### config.mk
export PLATFORM = sky130hd
export DESIGN_NAME = gbp_ram
export DESIGN_NICKNAME = d
export VERILOG_FILES = /design/src/rtl/core/gbp_ram.sv
export SDC_FILE = /design/constraint.sdc
export NUM_CORES = 2
export LEC_CHECK = 0
export BUFFER_PORTS_ARGS = -buffer_cell sky130_fd_sc_hd__buf_2
export CORE_ASPECT_RATIO = 1.1
export CORE_MARGIN = 2
export CORE_UTILIZATION = 60
export DETAILED_ROUTE_END_ITERATION = 8
export PLACE_DENSITY_LB_ADDON = 0.08
export SYNTH_ARGS = -nofsm -noshare
export SYNTH_HDL_FRONTEND = slang
export SYNTH_SLANG_ARGS = --single-unit
### constraint.sdc
create_clock -name clk -period 3.9 [get_ports clk]
set_clock_uncertainty 0.05 [all_clocks]
set_input_delay 0.585 -clock clk [delete_from_list [all_inputs] [get_ports clk]]
set_output_delay 0.585 -clock clk [all_outputs]
set_load 0.01 [all_outputs]
### src/rtl/core/gbp_ram.sv
// ----------------------------------------------------------------------------
// gbp_ram
// Generic simple dual-port RAM: one write port, one read port, registered read.
// ----------------------------------------------------------------------------
`default_nettype none

module gbp_ram #(
    parameter int WIDTH = 2,
    parameter int DEPTH = 1024
) (
    input  logic                     clk,
    input  logic                     we,
    input  logic [$clog2(DEPTH)-1:0] waddr,
    input  logic [WIDTH-1:0]         wdata,
    input  logic                     re,
    input  logic [$clog2(DEPTH)-1:0] raddr,
    output logic [WIDTH-1:0]         rdata
);

    logic [WIDTH-1:0] mem [DEPTH];
    logic [WIDTH-1:0] rdata_reg;

    // write port
    always_ff @(posedge clk)
    begin
        if (we)
        begin
            mem[waddr] <= wdata;
        end
    end

    // read port, data held while not enabled
    always_ff @(posedge clk)
    begin
        if (re)
        begin
            rdata_reg <= mem[raddr];
        end
    end

    assign rdata = rdata_reg;

endmodule

`default_nettype wire

==> qor_table.md <==
| Step | Parameter | Value |
|:---|:---|:---|
| run status | Status | complete, no violations |
| synth | Average cell area after synthesis | 17.5 um^2 |
| detailed routing | Routed length per instance | 32.1 um |
| clock network | Clock slew at the register clock pins of the worst setup and hold paths | 0.06 ns |
| grt | Number of global-route vias before repair | 46,600 |
| synth | Synth warn | 0 |
| clock network | TritonCTS buffer count | 195 |
| clock network | Clk Latency, worst-skew pair | 0.84 ns |
| clock network | Maximum clock path buffer count | 3 |
| cells and area | Synth-to-Final Area Change | 12.1% |
| grt | Initial antenna violation count | 12 |
| synth | Cell area after synthesis | 83,800 um^2 |
| pwr | Combinational share of power | 5.4% |
| detailed routing | Post-DRT Antenna Nets | 0 |
| pwr | Clk network pwr share | 40.7% |
| synth | Netlist cell types | 65 |
| synth | Post-synthesis sequential area ratio | 73.5% |
| cells and area | Filler cell count in the final layout | 9,223 |
| clock network | Quantity of hold-fixing buffers added after cts | 0 |
| timing | Hold Slack | 0.0493 ns |
| detailed routing | Vias per cell | 6.65 |
| cells and area | Fraction of layout cells with a size suffix above 1 | 21.8% |
| die | Die area | 143,000 um^2 |
| die | Top-level port count | 27 |
| worst setup path | Critical path's largest stage delay | 0.53 ns |
| grt | Total global-route track usage | 31.5% |
| placement | Final Wtd Congestion | 0.861 |
| grt | Maximum number of pins on one net before global-route repair | 132 |
| cells and area | Multi-input logic area | 20,500 um^2 |
| placement | Half-perimeter wire length of the detailed placement result | 134,000 um |
| timing | Setup repair after global routing missed its margin | false |
| timing | Slew at the pin with the worst max-slew slack | 1.22 ns |
| grt | Met1 global-route usage | 42.2% |
| cells and area | Final-stage net count | 4,952 |
| die | Die span in y | 396 um |
| placement | Placed cell area | 87,800 um^2 |
| synth | Net count after synthesis | 4,818 |
| detailed routing | Vias after detailed routing | 45,900 |
| worst setup path | Cell breakdown of the critical path | buf_8 > buf_12 > buf_12 > buf_4 > mux4_2 > a22o_1 > a221oi_1 > o21ai_0 > nor3_1 > buf_4 > o31ai_1 > o31ai_1 > nand4_1 |
| die | FP Rows | 143 |
| pwr | Portion of total power attributed to sequential cells | 53.9% |
| timing | Worst-case headroom to the max-slew limit | 18.5% |
| clock network | Number of sinks driven by the clock tree | 2,050 |
| worst setup path | Launching element of the worst setup path | raddr[0] |
| detailed routing | Wire length after detailed routing | 222,000 um |
| timing | Setup violation total in the final timing report | 0 |
| job | Max-Cap Viols | 0 |
| synth | Cell type with the highest aggregate area in the netlist | sky130_fd_sc_hd__edfxtp_1 |
| worst setup path | Critical path type | input port to flip-flop |
| die | Starting Density | 60.6% |
| worst setup path | Setup crit start kind | input port |
| cells and area | Core occupancy in the finished layout | 67.9% |
| worst setup path | Crit Path Max Fanout | 27 |
| min path | Startpoint of the worst hold path | re |
| timing | Final number of max-transition violations | 0 |
| synth | Area share of the largest cell type after synthesis | 73.5% |
| die | Overall die width | 360 um |
| detailed routing | First-pass detailed-route iteration total | 6 |
| synth | Number of flops mapped to enable cells by yosys | 2,050 |
| pwr | Total power | 45.0 mW |
| worst setup path | Worst setup EP type | flip-flop |
| clock network | TritonCTS clock tree | built |
| pwr | Switching share of power | 21.3% |
| clock network | Post-CTS resize count | 0 |
| grt | Wire length of the first global-routing pass | 320,000 um |
| synth | Area contributors post-synth | sky130_fd_sc_hd__edfxtp_1 (73%), sky130_fd_sc_hd__mux4_2 (12%), sky130_fd_sc_hd__nor2_1 (4.7%) |
| clock network | Depth of the CTS H-tree | 4 |
| worst setup path | Reg-to-reg critical path startpoint | mem[643][1] |
| grt | Global-route layer with the greatest usage | met2 |
| timing | Total count of hold-check failures in the final report | 0 |
| cells and area | Flip-flop count of the largest register, all copies and words added | 2,048 |
| cells and area | Area taken by flip-flops and latches | 61,600 um^2 |
| min path | Hold/Removal Path Class | input port to flip-flop |
| pwr | Leakage power summed over all cells | 28.9 nW |
| worst setup path | Required time reported for the critical path endpoint | 4.42 ns |
| synth | Flops & latches, synth | 2,050 |
| timing | Share of the clock period used by the worst path after layout | 82.4% |
| placement | Port buffer count | 26 |
| pwr | Switching pwr | 9.59 mW |
| cells and area | Final Instance Area | 93,900 um^2 |
| grt | Grt met3 use | 5.31% |
| pwr | Power per cell area | 479 nW/um^2 |
| detailed routing | Residual DRC | 0 |
| detailed routing | Detailed router's first-iteration violation count | 6,460 |
| timing | Maximum clock frequency | 0.311 GHz |
| worst setup path | Worst Path Arrival | 3.73 ns |
| synth | Top flip-flop cell by instance count after synthesis | sky130_fd_sc_hd__edfxtp_1 |
| grt | Met2 Track Usage GR | 53.0% |
| pwr | Power Internal | 35.4 mW |
| clock network | Clk Tree Root Cell | sky130_fd_sc_hd__clkbuf_16 |
| grt | Remaining global-route overflow | 0 |
| pwr | Worst voltage drop across the vdd grid | 0.581 mV |
| die | Core box area | 138,000 um^2 |
| worst setup path | Cell at the slowest stage of the critical path | sky130_fd_sc_hd__mux4_2 |
| clock network | Post-CTS Repair Setup Buffers | 0 |
| synth | Async set-or-reset flop fraction in the synthesized netlist | 0% |
| synth | Synthesized instance count | 4,793 |
| timing | Minimum clock period | 3.21 ns |
==> critical path, delay by kind of cell <==
kind                   cells  cell delay [ns]
AOI/OAI and AO/OA          5             0.84
buffers and inverters      5             1.09
muxes                      1             0.53
and+or+nand+nor            2             0.65
==> cells in the mapped netlist, types with 3 or more instances <==
master                     count
sky130_fd_sc_hd__a311oi_1      3
sky130_fd_sc_hd__o31ai_1       5
sky130_fd_sc_hd__nand3b_1      4
sky130_fd_sc_hd__nand4_1      13
sky130_fd_sc_hd__buf_8        14
sky130_fd_sc_hd__nor2b_1      13
sky130_fd_sc_hd__nand3_1      39
sky130_fd_sc_hd__and3_1        8
sky130_fd_sc_hd__nand2b_1      8
sky130_fd_sc_hd__mux4_2      449
sky130_fd_sc_hd__nor3_1       45
sky130_fd_sc_hd__nor4b_1       3
sky130_fd_sc_hd__o221ai_1     82
sky130_fd_sc_hd__buf_2        26
sky130_fd_sc_hd__a22oi_1      45
sky130_fd_sc_hd__nor3b_1      10
sky130_fd_sc_hd__buf_1        54
sky130_fd_sc_hd__o21ai_0      36
sky130_fd_sc_hd__a211oi_1     13
sky130_fd_sc_hd__mux2_2        8
sky130_fd_sc_hd__clkbuf_1    239
sky130_fd_sc_hd__a31oi_1       7
sky130_fd_sc_hd__edfxtp_1   2050
sky130_fd_sc_hd__buf_6        33
sky130_fd_sc_hd__buf_4        28
sky130_fd_sc_hd__inv_1         4
sky130_fd_sc_hd__o22ai_1      45
sky130_fd_sc_hd__nor4_1        9
sky130_fd_sc_hd__nand2_1      96
sky130_fd_sc_hd__mux2i_1     205
sky130_fd_sc_hd__a21oi_1      70
sky130_fd_sc_hd__a22o_1       13
sky130_fd_sc_hd__nor2_1     1054
sky130_fd_sc_hd__a221oi_1     13
sky130_fd_sc_hd__and2_1        6
sky130_fd_sc_hd__o311ai_0      3
==> layout by cell type, fill, tap and decap left out, types with 14 or more instances in the layout <==
master	instances
sky130_fd_sc_hd__clkbuf_16	199
sky130_fd_sc_hd__buf_2	20
sky130_fd_sc_hd__bufinv_16	14
sky130_fd_sc_hd__a21oi_1	70
sky130_fd_sc_hd__clkbuf_1	49
sky130_fd_sc_hd__clkinv_1	42
sky130_fd_sc_hd__mux2i_1	205
sky130_fd_sc_hd__nand3_1	15
sky130_fd_sc_hd__nand2_1	90
sky130_fd_sc_hd__o22ai_1	45
sky130_fd_sc_hd__o21ai_0	36
sky130_fd_sc_hd__nand3_4	22
sky130_fd_sc_hd__buf_12	77
sky130_fd_sc_hd__clkinv_2	42
sky130_fd_sc_hd__mux4_2	449
sky130_fd_sc_hd__buf_4	232
sky130_fd_sc_hd__edfxtp_1	2050
sky130_fd_sc_hd__o221ai_1	82
sky130_fd_sc_hd__nor3_1	45
sky130_fd_sc_hd__a22oi_1	45
sky130_fd_sc_hd__nor2_1	1052
==> path summary, 6_finish.rpt <==
kind / endpoint / slack (ns) / cells past startpoint
max: rdata[1] / 0.69 / 13
min: rdata[1] / 0.05 / 1
max reg2reg: rdata[1] / 0.75 / 9
min reg2reg: rdata[0] / 1.24 / 6
==> kinds of logic after synthesis <==
kind of cell	Yosys count	synth area share, %
and+or+nand+nor	1324	6.40
buffers and inverters	402	2.49
DFF	2050	73.5
AOI/OAI and AO/OA	353	2.98
muxes	664	14.7
==> power by group through the flow <==
| stage | registers, mW | logic [mW] | clock network, mW |
|---|---|---|---|
| global placement | 24.7 | 2.41 | 0 |
| global route | 24.2 | 2.56 | 19.3 |
| floorplan | 24.7 | 1.27 | 0 |
| finish | 24.3 | 2.44 | 18.3 |
| CTS | 24.3 | 2.44 | 18.5 |
| detailed placement | 24.7 | 2.43 | 0 |
==> final cells by class <==
type	count	share of cell area (%)
diodes	6	0.0160
clock inverters	111	0.998
repair buffers	333	3.67
well taps	1812	2.41
clock buffers	248	5.50
flip-flops and latches	2050	65.6
multi-input cells	2341	21.8
inverters	6	0.0280
==> metal layers <==
metal	vias to the layer above	routed length, um
li1	19200	-
met1	24000	81600
met2	2271	112000
met3	449	19700
met4	8	8540
met5	-	38
==> per-stage QoR <==
| step | setup TNS, ns | std cells | worst slack (ns) |
|---|---|---|---|
| floorplan | 0 | 4793 | 0.766 |
| global placement | -0.222 | 6542 | -0.151 |
| detailed placement | -0.190 | 6542 | -0.134 |
| CTS | 0 | 6901 | 0.673 |
| global route | 0 | 6902 | 0.596 |
| finish | 0 | 6907 | 0.688 |
Power figures use the tool's default switching activity.
